<file path="src/hdl/ccs_pkg.sv">
package ccs_pkg;

    localparam int COL_W           = 64;
    localparam int LANE_W          = 8;
    localparam int LANES           = COL_W / LANE_W;
    localparam int LANE_IDX_W      = $clog2(LANE_W);
    localparam int LANE_SEL_W      = $clog2(LANES);
    localparam int BOX_COL_W       = 12;
    localparam int ROW_W           = 6;
    localparam int CFG_W           = 7;
    localparam int APB_DATA_W      = 32;
    localparam int APB_ADDR_W      = 3;
    localparam int DEF_MAX_ROWS    = 64;
    localparam int DEF_MAX_COLUMNS = 4096;

    localparam logic [CFG_W-1:0] ROWS_USED_RESET = 7'd64;

    // Register index, taken from the word address bit of paddr.
    localparam logic REG_ROWS_USED = 1'b0;

    typedef struct packed {
        logic [COL_W-1:0] col_bits;
        logic             line_end;
    } in_item_t;

    typedef struct packed {
        logic [BOX_COL_W-1:0] box_start;
        logic [BOX_COL_W-1:0] box_end;
        logic [ROW_W-1:0]     box_top;
        logic [ROW_W-1:0]     box_bottom;
        logic                 run_last;
    } out_item_t;

    typedef struct packed {
        logic                  any;
        logic                  link;
        logic [LANE_IDX_W-1:0] lo;
        logic [LANE_IDX_W-1:0] hi;
    } lane_res_t;

endpackage

</file>
<file path="src/hdl/ccs_lane.sv">
module ccs_lane
    import ccs_pkg::*;
(
    input  logic [LANE_W-1:0] col_seg,
    input  logic [LANE_W-1:0] prev_seg,
    input  logic              col_below,
    input  logic              col_above,
    output lane_res_t         res
);

    logic [LANE_W+1:0] ext;
    logic [LANE_W-1:0] near;

    assign ext  = {col_above, col_seg, col_below};

    always_comb begin
        for (int r = 0; r < LANE_W; r++) begin
            near[r] = ext[r] | ext[r+1] | ext[r+2];
        end
    end

    always_comb begin
        res.any  = |col_seg;
        res.link = |(prev_seg & near);
        res.lo   = '0;
        res.hi   = '0;
        // Scanning downward leaves the lowest set row in lo.
        for (int r = LANE_W - 1; r >= 0; r--) begin
            if (col_seg[r]) begin
                res.lo = LANE_IDX_W'(r);
            end
        end
        for (int r = 0; r < LANE_W; r++) begin
            if (col_seg[r]) begin
                res.hi = LANE_IDX_W'(r);
            end
        end
    end

endmodule

</file>
<file path="src/hdl/ccs_ctrl.sv">
module ccs_ctrl
    import ccs_pkg::*;
#(
    parameter int MAX_COLUMNS = DEF_MAX_COLUMNS
) (
    input  logic             aclk,
    input  logic             aresetn,
    input  logic             in_valid,
    output logic             in_ready,
    input  logic             line_end,
    input  logic [COL_W-1:0] col,
    input  lane_res_t        lane_res [LANES],
    output logic [COL_W-1:0] prev_col,
    output logic             m_valid,
    input  logic             m_ready,
    output out_item_t        m_data
);

    localparam int CNT_W   = $clog2(MAX_COLUMNS);
    localparam int DEPTH   = 4;
    localparam int PTR_W   = $clog2(DEPTH);
    localparam int QCNT_W  = $clog2(DEPTH + 1);

    localparam logic [CNT_W-1:0]  LAST_COL = CNT_W'(MAX_COLUMNS - 1);
    localparam logic [QCNT_W-1:0] ROOM_MAX = QCNT_W'(DEPTH - 2);

    function automatic logic [BOX_COL_W-1:0] to_box_col(input logic [CNT_W-1:0] v);
        logic [31:0] w;
        w = 32'(v);
        return w[BOX_COL_W-1:0];
    endfunction

    logic              open_reg,  open_next;
    logic [CNT_W-1:0]  start_reg, start_next;
    logic [ROW_W-1:0]  top_reg,   top_next;
    logic [ROW_W-1:0]  bot_reg,   bot_next;
    logic [CNT_W-1:0]  cnt_reg,   cnt_next;
    logic [COL_W-1:0]  prev_reg,  prev_next;

    out_item_t         queue_reg [DEPTH];
    logic [PTR_W-1:0]  wptr_reg, wptr_next;
    logic [PTR_W-1:0]  rptr_reg, rptr_next;
    logic [QCNT_W-1:0] qcnt_reg, qcnt_next;

    logic              in_fire, m_fire;
    logic              link, any, end_col, brk, cont, open_mid;
    logic [ROW_W-1:0]  t_row, b_row, top_mid, bot_mid;
    logic [CNT_W-1:0]  start_mid;
    out_item_t         box_brk, box_end;
    out_item_t         e0, e1;
    logic [1:0]        n_push;

    assign in_fire  = in_valid && in_ready;
    assign m_fire   = m_valid && m_ready;
    assign in_ready = qcnt_reg <= ROOM_MAX;
    assign m_valid  = qcnt_reg != '0;
    assign m_data   = queue_reg[rptr_reg];
    assign prev_col = prev_reg;

    // Merge the lane findings: any black pixel, any link, extreme rows.
    always_comb begin
        link  = 1'b0;
        any   = 1'b0;
        t_row = '0;
        b_row = '0;
        for (int i = 0; i < LANES; i++) begin
            link = link | lane_res[i].link;
            any  = any  | lane_res[i].any;
        end
        for (int i = LANES - 1; i >= 0; i--) begin
            if (lane_res[i].any) begin
                t_row = {LANE_SEL_W'(i), lane_res[i].lo};
            end
        end
        for (int i = 0; i < LANES; i++) begin
            if (lane_res[i].any) begin
                b_row = {LANE_SEL_W'(i), lane_res[i].hi};
            end
        end
    end

    always_comb begin
        end_col   = line_end || (cnt_reg >= LAST_COL);
        brk       = open_reg && !link;
        cont      = open_reg && link;
        open_mid  = cont || any;
        start_mid = cont ? start_reg : cnt_reg;
        top_mid   = (cont && top_reg < t_row) ? top_reg : t_row;
        bot_mid   = (cont && bot_reg > b_row) ? bot_reg : b_row;

        box_brk.box_start  = to_box_col(start_reg);
        box_brk.box_end    = to_box_col(cnt_reg - CNT_W'(1));
        box_brk.box_top    = top_reg;
        box_brk.box_bottom = bot_reg;
        box_brk.run_last   = !(end_col && open_mid);

        box_end.box_start  = to_box_col(start_mid);
        box_end.box_end    = to_box_col(cnt_reg);
        box_end.box_top    = top_mid;
        box_end.box_bottom = bot_mid;
        box_end.run_last   = 1'b1;

        e0     = brk ? box_brk : box_end;
        e1     = box_end;
        n_push = 2'(brk) + 2'(end_col && open_mid);
        if (!in_fire) begin
            n_push = '0;
        end

        open_next  = open_reg;
        start_next = start_reg;
        top_next   = top_reg;
        bot_next   = bot_reg;
        cnt_next   = cnt_reg;
        prev_next  = prev_reg;
        if (in_fire) begin
            start_next = start_mid;
            top_next   = top_mid;
            bot_next   = bot_mid;
            if (end_col) begin
                open_next = 1'b0;
                cnt_next  = '0;
                prev_next = '0;
            end else begin
                open_next = open_mid;
                cnt_next  = cnt_reg + CNT_W'(1);
                prev_next = col;
            end
        end

        wptr_next = wptr_reg + PTR_W'(n_push);
        rptr_next = rptr_reg + PTR_W'(m_fire);
        qcnt_next = qcnt_reg + QCNT_W'(n_push) - QCNT_W'(m_fire);
    end

    always_ff @(posedge aclk) begin
        if (!aresetn) begin
            open_reg  <= 1'b0;
            start_reg <= '0;
            top_reg   <= '0;
            bot_reg   <= '0;
            cnt_reg   <= '0;
            prev_reg  <= '0;
            wptr_reg  <= '0;
            rptr_reg  <= '0;
            qcnt_reg  <= '0;
        end else begin
            open_reg  <= open_next;
            start_reg <= start_next;
            top_reg   <= top_next;
            bot_reg   <= bot_next;
            cnt_reg   <= cnt_next;
            prev_reg  <= prev_next;
            wptr_reg  <= wptr_next;
            rptr_reg  <= rptr_next;
            qcnt_reg  <= qcnt_next;
        end
    end

    always_ff @(posedge aclk) begin
        if (n_push != 2'd0) begin
            queue_reg[wptr_reg] <= e0;
        end
        if (n_push == 2'd2) begin
            queue_reg[wptr_reg + PTR_W'(1)] <= e1;
        end
    end

    a_qcnt_bound: assert property (@(posedge aclk) disable iff (!aresetn)
        qcnt_reg <= QCNT_W'(DEPTH))
        else $error("result queue overfilled");

    a_end_clears: assert property (@(posedge aclk) disable iff (!aresetn)
        in_fire && end_col |=> cnt_reg == '0 && !open_reg && prev_reg == '0)
        else $error("line end did not restart the line state");

    a_break_pushes: assert property (@(posedge aclk) disable iff (!aresetn)
        in_fire && brk |=> qcnt_reg != '0)
        else $error("broken link produced no box");

    a_idle_stable: assert property (@(posedge aclk) disable iff (!aresetn)
        !in_fire && !m_fire |=> $stable(qcnt_reg) && $stable(cnt_reg))
        else $error("state moved without a handshake");

endmodule

</file>
<file path="src/hdl/column_component_segmenter_top.sv">
// A column's boxes are written into the result queue as the column is accepted.
// Throughput: one column per cycle while the result queue has room;
// the four-entry result queue takes new columns while it has room for two boxes.
// Each column is resolved combinationally by eight 8-row lanes and a merge step.
// Reset (aresetn low, synchronous) closes any box, clears the column count, the stored
// previous column and the result queue, and sets rows_used to 64.
module column_component_segmenter_top
    import ccs_pkg::*;
#(
    parameter int MAX_ROWS    = DEF_MAX_ROWS,
    parameter int MAX_COLUMNS = DEF_MAX_COLUMNS
) (
    input  logic                  aclk,
    input  logic                  aresetn,
    input  logic                  s_valid,
    output logic                  s_ready,
    input  in_item_t              s_data,
    output logic                  m_valid,
    input  logic                  m_ready,
    output out_item_t             m_data,
    input  logic                  psel,
    input  logic                  penable,
    input  logic                  pwrite,
    input  logic [APB_ADDR_W-1:0] paddr,
    input  logic [APB_DATA_W-1:0] pwdata,
    output logic [APB_DATA_W-1:0] prdata,
    output logic                  pready
);

    logic [CFG_W-1:0] rows_used_reg, rows_used_next;
    logic [CFG_W-1:0] rows_eff;
    logic [COL_W-1:0] mask;
    logic [COL_W-1:0] col_m;
    logic [COL_W-1:0] prev_col;
    logic [COL_W-1:0] prev_m;
    logic             cfg_wr;
    lane_res_t        lane_res [LANES];

    assign pready = 1'b1;
    assign cfg_wr = psel && penable && pwrite && (paddr[2] == REG_ROWS_USED);
    assign prdata = (paddr[2] == REG_ROWS_USED) ? APB_DATA_W'(rows_used_reg) : '0;

    always_comb begin
        rows_used_next = rows_used_reg;
        if (cfg_wr) begin
            rows_used_next = pwdata[CFG_W-1:0];
        end
    end

    always_ff @(posedge aclk) begin
        if (!aresetn) begin
            rows_used_reg <= ROWS_USED_RESET;
        end else begin
            rows_used_reg <= rows_used_next;
        end
    end

    // Row count is clamped to MAX_ROWS; rows at or above it read as white.
    always_comb begin
        rows_eff = (rows_used_reg > CFG_W'(MAX_ROWS)) ? CFG_W'(MAX_ROWS) : rows_used_reg;
        for (int r = 0; r < COL_W; r++) begin
            mask[r] = CFG_W'(r) < rows_eff;
        end
    end

    assign col_m  = s_data.col_bits & mask;
    assign prev_m = prev_col & mask;

    for (genvar i = 0; i < LANES; i++) begin : g_lane
        logic below, above;
        if (i == 0) begin : g_lo
            assign below = 1'b0;
        end else begin : g_lo
            assign below = col_m[i*LANE_W-1];
        end
        if (i == LANES - 1) begin : g_hi
            assign above = 1'b0;
        end else begin : g_hi
            assign above = col_m[(i+1)*LANE_W];
        end
        ccs_lane u_lane (
            .col_seg   (col_m[i*LANE_W +: LANE_W]),
            .prev_seg  (prev_m[i*LANE_W +: LANE_W]),
            .col_below (below),
            .col_above (above),
            .res       (lane_res[i])
        );
    end

    ccs_ctrl #(
        .MAX_COLUMNS (MAX_COLUMNS)
    ) u_ctrl (
        .aclk     (aclk),
        .aresetn  (aresetn),
        .in_valid (s_valid),
        .in_ready (s_ready),
        .line_end (s_data.line_end),
        .col      (col_m),
        .lane_res (lane_res),
        .prev_col (prev_col),
        .m_valid  (m_valid),
        .m_ready  (m_ready),
        .m_data   (m_data)
    );

endmodule

</file>
<file path="config.mk">
export PLATFORM = sky130hd
export DESIGN_NAME = column_component_segmenter_top
export DESIGN_NICKNAME = d
export VERILOG_FILES = /design/src/hdl/ccs_pkg.sv /design/src/hdl/ccs_lane.sv /design/src/hdl/ccs_ctrl.sv /design/src/hdl/column_component_segmenter_top.sv
export SDC_FILE = /design/constraint.sdc
export NUM_CORES = 1
export LEC_CHECK = 0
export BUFFER_PORTS_ARGS = -buffer_cell sky130_fd_sc_hd__buf_2
export CAP_MARGIN = 20
export CORE_MARGIN = 4
export CORE_UTILIZATION = 65
export DETAILED_ROUTE_END_ITERATION = 6
export HOLD_SLACK_MARGIN = 0.08
export PLACE_DENSITY = 0.9
export SYNTH_ARGS = -nofsm -noshare
export SYNTH_HDL_FRONTEND = slang
export SYNTH_SLANG_ARGS = --single-unit
</file>
<file path="constraint.sdc">
create_clock -name aclk -period 13.9 [get_ports aclk]
set_clock_uncertainty 0.1 [all_clocks]
set_input_delay 0 -clock aclk [delete_from_list [all_inputs] [get_ports aclk]]
set_output_delay 0 -clock aclk [all_outputs]
set_load 0.02 [all_outputs]
</file>
* Yosys cells after proc, flatten, opt, wreduce, memory -nomap -nowiden
Memory sizes are Yosys's and may differ from the RTL's. A register that Yosys moved wholly into a read port is not among the register bits.
Cells that the tools add are included.
** Operators by class
- Mux-type cells :: 151
- Bitwise logic cells :: 150
- Add/sub/neg operators :: 8
- Order comparisons :: 69
- Eq/ne operators :: 1
- Reductions and logical operators :: 32
** Operators with widths (number)
- $mux W3 :: 97
- $lt A6 B7 Y1 const A :: 32
- $or A1 B1 Y1 :: 139
- $and A64 B64 Y64 :: 2
- $reduce_or A8 Y1 :: 16
- $lt A5 B7 Y1 const A :: 16
- $mux W6 :: 14
- $and A8 B8 Y8 :: 8
- $mux W64 :: 1
- $lt A4 B7 Y1 const A :: 8
- $mux W37 :: 1
- $mux W2 :: 18
- $lt A3 B7 Y1 const A :: 4
- $mux W12 :: 2
- $lt A1 B7 Y1 const A :: 2
- $lt A2 B7 Y1 const A :: 2
- $mux W7 :: 2
- $mux W1 :: 13
- $add A12 B1 Y12 const B :: 1
- $ge A12 B12 Y1 const B :: 1
- $sub A12 B1 Y12 const B :: 1
- $logic_and A1 B1 Y1 :: 10
- $mux W5 :: 2
- $gt A7 B7 Y1 const B :: 1
- 16 further kinds :: 18
** Word-level totals
- Memories :: 1
- Flip-flop bits (word level) :: 115
- Memory bits (writable) :: 148
- Output and inout port bits :: 72
** Memory list
- u_ctrl.queue_reg :: words 4, bits a word 37, read ports 1, clocked after Yosys merged registers in 1, wr ports 2, line ccs_ctrl.sv:40 : out_item_t queue_reg [DEPTH];

* Longest topological paths before layout
Gate-level depths: netlist (run 1).
- Depth in word-level cells :: 24
- Gate-level depth with buffers :: 27

* Modules after synthesis
From an unflattened synthesis (run 1), not the netlist that was laid out.
** Unflattened totals
- Cells, all modules :: 1832
- Area total of the unflattened synthesis :: 16489.6 µm²
** Modules (own cells, without submodules)
- ccs_ctrl :: cells each 1260, area an instance 12942.4 µm², instances 1
- column_component_segmenter_top :: cells each 316, area an instance 2025.7 µm², instances 1
- ccs_lane :: cells each 32, area an instance 190.2 µm², instances 8

* Least setup slack after synthesis (run 1)
OpenSTA, ideal clock, no wires.
- Path type :: reg-to-reg
- Start :: register rows_used_reg[5]
- End :: memory u_ctrl.queue_reg[0][3] (netlist bit), data pin
- Data required time :: 13.642 ns
- Buffers on the path :: 4
- Period minus slack after synthesis :: 5.682 ns
- Cell stages (with the launch flop) :: 20
- Setup time :: 0.158 ns
- Setup slack :: 8.218 ns
- Data arrival time :: 5.424 ns
- Cells stage by stage :: dfxtp_1 > buf_6 > or4b_1 > buf_2 > o211a_1 > o311ai_1 > o221ai_1 > or4_1 > nor4_4 > nand2_1 > inv_1 > buf_2 > ha_1 > buf_1 > o21ai_1 > nor3_1 > nor2_1 > inv_1 > a21oi_2 > o22ai_1
** RTL lines
- start, declared :: line column_component_segmenter_top.sv:30 : logic [CFG_W-1:0] rows_used_reg, rows_used_next;
- start signal, assigned :: line column_component_segmenter_top.sv:54 : rows_used_reg <= rows_used_next;
- end, declared :: line ccs_ctrl.sv:40

==> results of run 1 <==
[critical path, stage by stage (launching register included)]
cell,delay [ns]
sky130_fd_sc_hd__dfxtp_2,0.31
sky130_fd_sc_hd__buf_4,0.36
sky130_fd_sc_hd__or3_1,0.63
sky130_fd_sc_hd__o21ai_1,0.59
sky130_fd_sc_hd__a311oi_1,0.23
sky130_fd_sc_hd__a2111oi_0,0.79
sky130_fd_sc_hd__nand4_1,0.37
sky130_fd_sc_hd__nor4_4,0.52
sky130_fd_sc_hd__nand2_1,0.54
sky130_fd_sc_hd__inv_1,0.53
sky130_fd_sc_hd__ha_1,0.27
sky130_fd_sc_hd__nand2_1,0.27
sky130_fd_sc_hd__nor3_1,0.85
sky130_fd_sc_hd__nor2_1,0.20
sky130_fd_sc_hd__inv_1,0.78
sky130_fd_sc_hd__buf_4,0.46
sky130_fd_sc_hd__a22oi_2,0.18
sky130_fd_sc_hd__o22ai_1,0.25
[layout make-up]
type	count	area (um2)	area share, %
flip-flops and latches	263	6710	34.8
repair buffers	267	1990	10.3
well taps	330	413	2.14
multi-input cells	1361	9020	46.8
clock inverters	19	248	1.28
inverters	56	210	1.09
clock buffers	31	691	3.58
[stage by stage]
step | cells | hold slack [ns] | utilization (%)
6_report | 2327 | 0.116 | 76.6
5_1_grt | 2327 | 0.150 | 76.6
4_1_cts | 2321 | 0.0910 | 76.3
3_5_place_dp | 2166 | 0.144 | 68.4
3_3_place_gp | 2166 | 0.129 | 68.4
2_1_floorplan | 1864 | -0.0251 | -
[layer usage]
metal | part of all wire [%] | wire length [um] | vias to the layer above | global-route usage [%]
met1 | 36 | 22000 | 7935 | 55.2
met3 | 14 | 8270 | 315 | 9.04
met4 | 6.0 | 3620 | 0 | 19.5
li1 | - | - | 7314 | -
met2 | 44 | 26400 | 1525 | 63.8
met5 | 0 | 0 | - | 0
[power breakdown]
| group | internal (uW) | switching [uW] |
|---|---|---|
| sequential | 865 | 42.0 |
| combinational | 233 | 381 |
| clock | 454 | 330 |
[worst min path at each step]
stage,slack [ns],end,cells past startpoint,startpoint
finish,0.12,u_ctrl.prev_col[40]$_SDFFE_PN0P_,6,s_data[41]
global route,0.15,u_ctrl.prev_col[40]$_SDFFE_PN0P_,6,s_data[41]
CTS,0.09,u_ctrl.prev_col[40]$_SDFFE_PN0P_,6,s_data[41]
detailed placement,0.14,rows_used_reg[4]$_SDFFE_PN0P_,3,pwdata[4]
global placement,0.13,rows_used_reg[3]$_SDFFE_PN0P_,3,pwdata[3]
floorplan,-0.03,prdata[4],1,paddr[2]
[kinds of logic (layout without fill, tap and decap cells)]
logic type / Yosys count / after routing
AO/OA/AOI/OAI: 673 / 673
XOR/XNOR: 12 / 12
adder cells (fa/ha/maj): 20 / 20
buffers and inverters: 240 / 373
flip-flops: 263 / 263
multiplexers: 68 / 68
other: 2 / 26
AND/OR/NAND/NOR: 562 / 562
[cells in the final DEF (no fill, tap or decap), drive strengths merged, types with 21 or more instances in the layout]
master / count
o21ai: 132
mux4: 37
nor2: 149
nand3: 43
dlygate4sd3: 105
or3: 37
a22o: 72
conb: 26
o22ai: 34
a31oi: 41
edfxtp: 144
clkbuf: 32
o211ai: 28
nand2: 116
nor3: 77
inv: 57
a21oi: 179
buf: 161
dfxtp: 119
mux2i: 29
nor4: 21
==> out/summary.log, run 1 <==
INFO  synth          yosys.area_share.adder=1.55%
INFO  die            fp.dieH=168um
INFO  pwr            leakagePower=0.00690uW
INFO  pwr            power_per_cell_area=119nW/um2
INFO  synth          synth_top_cells_by_count=sky130_fd_sc_hd__a21oi_1, sky130_fd_sc_hd__nor2_1, sky130_fd_sc_hd__edfxtp_1
INFO  layout         post_route_cells_drive_above_1_share=14.6%
INFO  synth          synth.cell_area=16700um2
INFO  synth          distinct_cell_type_count_of_the_synthesized_netlist=99
INFO  pwr            power.ir.vdd_worst=117uV
INFO  worst_setup_path path_max_fanout=78
INFO  worst_setup_path timing.critical_path.from=rows_used_reg[6]$_SDFFE_PN1P_
INFO  job            max_cap_viol_count=0
INFO  worst_setup_path worst-setup-path-type=flop to flop
INFO  timing         tightestPinTransition=1.24ns
INFO  timing         fin_tns_setup=0ns
INFO  worst_setup_path worstPathArrival=8.72ns
INFO  synth          post_synth.cell_area_avg=9.06um2
INFO  global_route   grt_max_degree=99
INFO  routing        avgViaCountPerCell=7.34
INFO  layout         fin_area=19300um2
INFO  clocking       clkSinkCount=263
INFO  outcome        status=finished clean
INFO  timing         grt_setup_unrepaired=false
INFO  synth          synth-seq-area-share=40.2%
INFO  pwr            design_power_total=2300uW
INFO  synth          ys.flop_type=sky130_fd_sc_hd__edfxtp_1
INFO  routing        wirelength_per_cell=25.9um
INFO  routing        drt_first_iter_violations=2867
INFO  synth          synthMuxAreaShare=6.87%
INFO  layout         layout-area-overhead-vs-synth=15.6%
INFO  synth          netlist_top_cells_area=sky130_fd_sc_hd__edfxtp_1, sky130_fd_sc_hd__dfxtp_1, sky130_fd_sc_hd__a21oi_1
INFO  worst_setup_path worst_r2r_endpoint=u_ctrl.queue_reg[3][5]$_DFFE_PP_
INFO  worst_setup_path timing.critical_path.from_type=flop
INFO  synth          post_synth_inst_count=1840
INFO  synth          yosys.cell_count.top_type=sky130_fd_sc_hd__a21oi_1
INFO  timing         finalWorstSetupSlack=5.47ns
INFO  placement      dp_hpwl=39.6mm
INFO  worst_setup_path r2r_cells=17
INFO  clocking       cts_tree=built
INFO  clocking       post-cts-setup-buffers=0
INFO  clocking       cts.htree.levels=1
INFO  worst_setup_path r2r_startpoint=rows_used_reg[6]$_SDFFE_PN1P_
INFO  synth          synthesis.yosys.warnings=0
INFO  die            floorplan.io_pins=179
INFO  synth          yosys.area.top_type_share=25.9%
INFO  clocking       post_cts_hold_buffer_count=105
INFO  layout         net_count_reported_at_finish=2103
INFO  global_route   via_count_of_the_first_global_routing_pass=16256
INFO  timing         period_minus_slack=8.43ns
INFO  clocking       cts-root-to-sink-buffers=3
INFO  synth          async_reset_ff_share=0%
INFO  synth          main_combinational_cell_family_by_area_after_synthesis=compound AO/OA/AOI/OAI gates
INFO  layout         diodes=0
INFO  die            placementRows=58
INFO  synth          synth_enable_flop_cells=144
INFO  die            initial_core_util=66.2%
INFO  routing        detail_route.first_pass.iterations=6
INFO  die            placeableCoreArea=25200um2
INFO  worst_setup_path timing.critical_path.to_type=flop
INFO  worst_setup_path worst_r2r_setup_slack=5.47ns
INFO  clocking       cts_buffers=27
INFO  timing         post-route-period-util=60.7%
INFO  placement      cell_area_after_placement=17200um2
INFO  clocking       post_cts.resized_instances=0
INFO  timing         final_max_slew_viol_count=0
INFO  placement      preCtsSetupSlack=5.91ns
INFO  placement      io_buffer_count=125
INFO  layout         number_of_flip_flops_under_the_largest_register_name=148
INFO  worst_setup_path worst-endpoint-required=14.19ns
INFO  synth          yosys_register_bits=263
INFO  routing        route.final.wire_length=60.2mm
INFO  routing        drt_antenna_net_count=0
INFO  global_route   grt_pass1_wl=92.7mm
INFO  placement      place.gp.congestion=1.03
INFO  timing         max_freq=0.119GHz
INFO  synth          synth_top_area_cell=sky130_fd_sc_hd__edfxtp_1
INFO  global_route   groute.usage.overall=41.1%
INFO  clocking       cts_root_buffer=sky130_fd_sc_hd__clkbuf_16
INFO  layout         fillers=1644
INFO  worst_setup_path worst_setup_path_endpoint=u_ctrl.queue_reg[3][5]$_DFFE_PP_
INFO  global_route   globalRouteOverflowTotal=0
INFO  timing         timing_hold_violations_final=0
INFO  routing        drcViolationCount=0
INFO  timing         slew_headroom=17.2%
INFO  die            die_area=28300um2
INFO  routing        vias=17089
INFO  clocking       clk_latency_worst_skew_pair=0.56ns
INFO  synth          yosys.area_share.simple=16.9%
INFO  synth          synth_compound_area_share=27.5%
INFO  timing         final-setup-viol-count=0
INFO  hold_path      hp-class=input port to flop
INFO  clocking       clk_transition_reported_paths=0.07ns
INFO  global_route   antenna_found_initial=0
INFO  die            chipWidth=168um
INFO  synth          synth_xor_xnor_area_share=0.630%
No activity file was read; power rests on OpenSTA's default activity.
==> run 2: changes to the inputs <==
--- a/config.mk
+++ b/config.mk
@@ -8,10 +8,10 @@
 export BUFFER_PORTS_ARGS = -buffer_cell sky130_fd_sc_hd__buf_2
 export CAP_MARGIN = 20
 export CORE_MARGIN = 4
-export CORE_UTILIZATION = 65
+export CORE_UTILIZATION = 60
 export DETAILED_ROUTE_END_ITERATION = 6
 export HOLD_SLACK_MARGIN = 0.08
-export PLACE_DENSITY = 0.9
+export PLACE_DENSITY = 0.84
 export SYNTH_ARGS = -nofsm -noshare
 export SYNTH_HDL_FRONTEND = slang
 export SYNTH_SLANG_ARGS = --single-unit
==> constraint.sdc (replaced) <==
create_clock -name aclk -period 8.3 [get_ports aclk]
set_clock_uncertainty 0.1 [all_clocks]
set_input_delay 0 -clock aclk [delete_from_list [all_inputs] [get_ports aclk]]
set_output_delay 0 -clock aclk [all_outputs]
set_load 0.02 [all_outputs]
==> run 2 against run 1 <==
Compared with the run above: the run now ends with design-rule violations left; first-iteration DRC count decreased by 8.3%; sequential share of layout area hardly changed; via count down 1.6%; worst hold slack better by 0.032 ns; largest power group unchanged.
==> out/summary.log, run 2 (synthesis results as in run 1) <==
INFO  layout         mostFrequentLayoutCells=sky130_fd_sc_hd__a21oi_1, sky130_fd_sc_hd__nor2_1, sky130_fd_sc_hd__edfxtp_1, sky130_fd_sc_hd__buf_2, sky130_fd_sc_hd__o21ai_0 [unchanged]
INFO  timing         period_minus_slack=7.23ns [was 8.43 ns]
INFO  timing         timing_hold_violations_final=0 [unchanged]
INFO  pwr            power.switching=1240uW [was 752 uW]
INFO  pwr            power.share.clock=33.0% [was 34.0%]
INFO  pwr            power_frac_comb=26.6% [about the same]
INFO  timing         slew_headroom=28.2% [was 17.2%]
INFO  worst_setup_path worst-endpoint-required=8.46ns [was 14.19 ns]
INFO  global_route   grt_max_degree=89 [was 99]
INFO  pwr            power.share.switching=32.9% [was 32.6%]
INFO  global_route   grt_pass1_wl=89.4mm [was 92.7 mm]
INFO  hold_path      hp-class=input port to flop [unchanged]
INFO  clocking       cts.htree.levels=1 [unchanged]
INFO  layout         layout.cells.most_common=sky130_fd_sc_hd__a21oi_1 [unchanged]
INFO  placement      place.gp.congestion=1.06 [was 1.03]
INFO  pwr            power.ir.vdd_worst=197uV [was 117 uV]
INFO  worst_setup_path crit_family=compound AO/OA/AOI/OAI gates [was simple AND/OR/NAND/NOR gates]
INFO  hold_path      min_to=u_ctrl.prev_col[54]$_SDFFE_PN0P_ [was u_ctrl.prev_col[40]$_SDFFE_PN0P_]
INFO  timing         max_freq=0.138GHz [was 0.119 GHz]
INFO  worst_setup_path worst_r2r_setup_slack=1.07ns [was 5.47 ns]
INFO  clocking       cts-root-to-sink-buffers=3 [unchanged]
INFO  hold_path      timing.hold.worst_path_depth=5 [was 6]
INFO  die            die_area=30500um2 [was 28300 um2]
INFO  worst_setup_path r2r_cells=20 [was 17]
INFO  global_route   globalRouteOverflowTotal=0 [unchanged]
INFO  layout         post_route_cells_drive_above_1_share=15.0% [was 14.6%]
INFO  clocking       post_cts_hold_buffer_count=100 [was 105]
INFO  routing        vias=16823 [was 17089]
INFO  clocking       clk_latency_worst_skew_pair=0.56ns [about the same]
INFO  timing         final_max_slew_viol_count=0 [unchanged]
INFO  routing        drt_antenna_net_count=0 [unchanged]
INFO  clocking       clkSinkCount=263 [unchanged]
INFO  worst_setup_path worst-setup-path-type=flop to flop [unchanged]
INFO  clocking       post-cts-setup-buffers=0 [unchanged]
INFO  pwr            power_per_cell_area=196nW/um2 [was 119 nW/um2]
INFO  global_route   via_count_of_the_first_global_routing_pass=15562 [was 16256]
INFO  layout         layout-area-overhead-vs-synth=15.7% [was 15.6%]
INFO  worst_setup_path path_max_fanout=23 [was 78]
INFO  routing        wirelength_per_cell=24.8um [was 25.9 um]
INFO  routing        detail_route.first_pass.iterations=7 [was 6]
INFO  routing        drcViolationCount=3 [was 0]
INFO  worst_setup_path timing.critical_path.to_type=flop [unchanged]
INFO  layout         fin_area=19300um2 [about the same]
INFO  clocking       post_cts.resized_instances=0 [unchanged]
INFO  pwr            design_power_total=3780uW [was 2300 uW]
INFO  layout         post-route-util=71.0% [was 76.6%]
INFO  outcome        status=finished, violations left [was finished clean]
INFO  layout         net_count_reported_at_finish=2109 [was 2103]
INFO  outcome        failing_checks=design-rule violations
INFO  clocking       cts_tree=built [unchanged]
INFO  job            max_cap_viol_count=0 [unchanged]
INFO  worst_setup_path r2r_startpoint=rows_used_reg[4]$_SDFFE_PN0P_ [was rows_used_reg[6]$_SDFFE_PN1P_]
INFO  clocking       cts_buffers=27 [unchanged]
INFO  worst_setup_path critPathMaxStageDelay=0.94ns [was 0.85 ns]
INFO  die            fp.dieH=175um [was 168 um]
INFO  die            floorplan.io_pins=179 [unchanged]
INFO  die            placementRows=60 [was 58]
INFO  timing         whs=0.148ns [was 0.116 ns]
INFO  pwr            leakagePower=0.00691uW [was 0.00690 uW]
INFO  worst_setup_path worstPathArrival=7.39ns [was 8.72 ns]
INFO  worst_setup_path worst_r2r_endpoint=u_ctrl.queue_reg[1][2]$_DFFE_PP_ [was u_ctrl.queue_reg[3][5]$_DFFE_PP_]
INFO  pwr            power_report.internal_total=2530uW [was 1550 uW]
INFO  timing         post-route-period-util=87.1% [was 60.7%]
INFO  global_route   groute.usage.overall=36.6% [was 41.1%]
INFO  global_route   antenna_found_initial=0 [unchanged]
INFO  routing        drt_first_iter_violations=2629 [was 2867]
INFO  hold_path      hold_path_startpoint=s_data[55] [was s_data[41]]
INFO  die            initial_core_util=61.4% [was 66.2%]
INFO  placement      cell_area_after_placement=17400um2 [was 17200 um2]
INFO  routing        avgViaCountPerCell=7.09 [was 7.34]
INFO  timing         fin_tns_setup=0ns [unchanged]
INFO  clocking       clk_transition_reported_paths=0.07ns [about the same]
INFO  placement      io_buffer_count=125 [unchanged]
INFO  timing         final-setup-viol-count=0 [unchanged]
INFO  worst_setup_path slowest_stage=sky130_fd_sc_hd__dfxtp_1 [was sky130_fd_sc_hd__nor3_1]
INFO  worst_setup_path cp_num_buf_inv=2 [was 4]
INFO  die            chipWidth=175um [was 168 um]
INFO  worst_setup_path worstPathCellList=buf_4, or3_1, o21a_1, or2_1, nor3_1, o21ai_0, a21oi_1, or4b_2, a41oi_1, ha_1, o21a_1, o21ai_0, nand2b_1, a21oi_1, nor2b_1, o22ai_1, nor3_2, buf_4, mux2i_1, o22ai_1 [was buf_4, or3_1, o21ai_1, a311oi_1, a2111oi_0, nand4_1, nor4_4, nand2_1, inv_1, ha_1, nand2_1, nor3_1, nor2_1, inv_1, buf_4, a22oi_2, o22ai_1]
INFO  layout         number_of_flip_flops_under_the_largest_register_name=148 [unchanged]
INFO  layout         diodes=0 [unchanged]
INFO  routing        route.final.wire_length=58.9mm [was 60.2 mm]
INFO  clocking       cts_root_buffer=sky130_fd_sc_hd__clkbuf_16 [unchanged]
INFO  pwr            pwr-share-seq=40.4% [was 39.4%]
INFO  worst_setup_path timing.critical_path.from_type=flop [unchanged]
INFO  timing         tightestPinTransition=1.08ns [was 1.24 ns]
INFO  die            placeableCoreArea=27200um2 [was 25200 um2]
INFO  placement      dp_hpwl=39.9mm [was 39.6 mm]
INFO  timing         grt_setup_unrepaired=false [unchanged]
## run 2: cell types whose count changed in the layout (fill, tap and decap cells not counted), moves of 2 or more
cell and delta:
sky130_fd_sc_hd__bufinv_16 -2, sky130_fd_sc_hd__buf_6 -2, sky130_fd_sc_hd__clkinv_4 -2, sky130_fd_sc_hd__inv_6 +2, sky130_fd_sc_hd__buf_12 +2, sky130_fd_sc_hd__buf_4 +13
sky130_fd_sc_hd__dlygate4sd3_1 -5
## run 2: layout make-up
| type | instances | area [um2] |
|---|---|---|
| Clock buffer | 30 | 687 |
| Clock inverter | 19 | 199 |
| Fill cell | 2032 | 7880 |
| Inverter | 56 | 210 |
| Multi-Input combinational cell | 1361 | 9020 |
| Sequential cell | 263 | 6710 |
| Tap cell | 372 | 465 |
| Timing Repair Buffer | 273 | 2010 |
## run 2: layer usage
metal	track usage (%)	part of all wire [%]	up-vias
met5	0	0	-
met4	16.0	5.6	0
met3	7.16	13	271
met2	56.5	43	1377
met1	50.6	38	7840
li1	-	-	7335
## run 2: worst max-delay path by stage
stage	startpoint	end	slack, ns	cells after the start
3_3_place_gp	rows_used_reg[4]$_SDFFE_PN0P_	u_ctrl.queue_reg[1][9]$_DFFE_PP_	1.57	16
4_1_cts	rows_used_reg[4]$_SDFFE_PN0P_	u_ctrl.queue_reg[1][12]$_DFFE_PP_	1.39	16
3_5_place_dp	rows_used_reg[4]$_SDFFE_PN0P_	u_ctrl.queue_reg[1][12]$_DFFE_PP_	1.39	16
5_1_grt	rows_used_reg[4]$_SDFFE_PN0P_	u_ctrl.queue_reg[3][3]$_DFFE_PP_	1.03	19
6_report	rows_used_reg[4]$_SDFFE_PN0P_	u_ctrl.queue_reg[1][2]$_DFFE_PP_	1.07	20
2_1_floorplan	rows_used_reg[5]$_SDFFE_PN0P_	u_ctrl.queue_reg[0][3]$_DFFE_PP_	2.62	19
## run 2: worst min-delay path: stages
cell and delay [ns]:
sky130_fd_sc_hd__buf_2 0.11, sky130_fd_sc_hd__o211ai_1 0.32, sky130_fd_sc_hd__nor3_1 0.11, sky130_fd_sc_hd__a21oi_1 0.15
sky130_fd_sc_hd__nor2_1 0.06
## run 2: power groups by stage
stage	combinational, uW	clock, uW	sequential [uW]
floorplan	702	0	1500
global placement	918	0	1550
detailed placement	937	0	1550
CTS	981	1240	1520
global route	1060	1300	1540
finish	1000	1250	1530
## run 2: metrics by stage
step	setup WS, ns	instances
2_1_floorplan	2.62	1864
3_3_place_gp	1.57	2223
3_5_place_dp	1.39	2223
4_1_cts	1.39	2372
5_1_grt	1.03	2374
6_report	1.07	2374
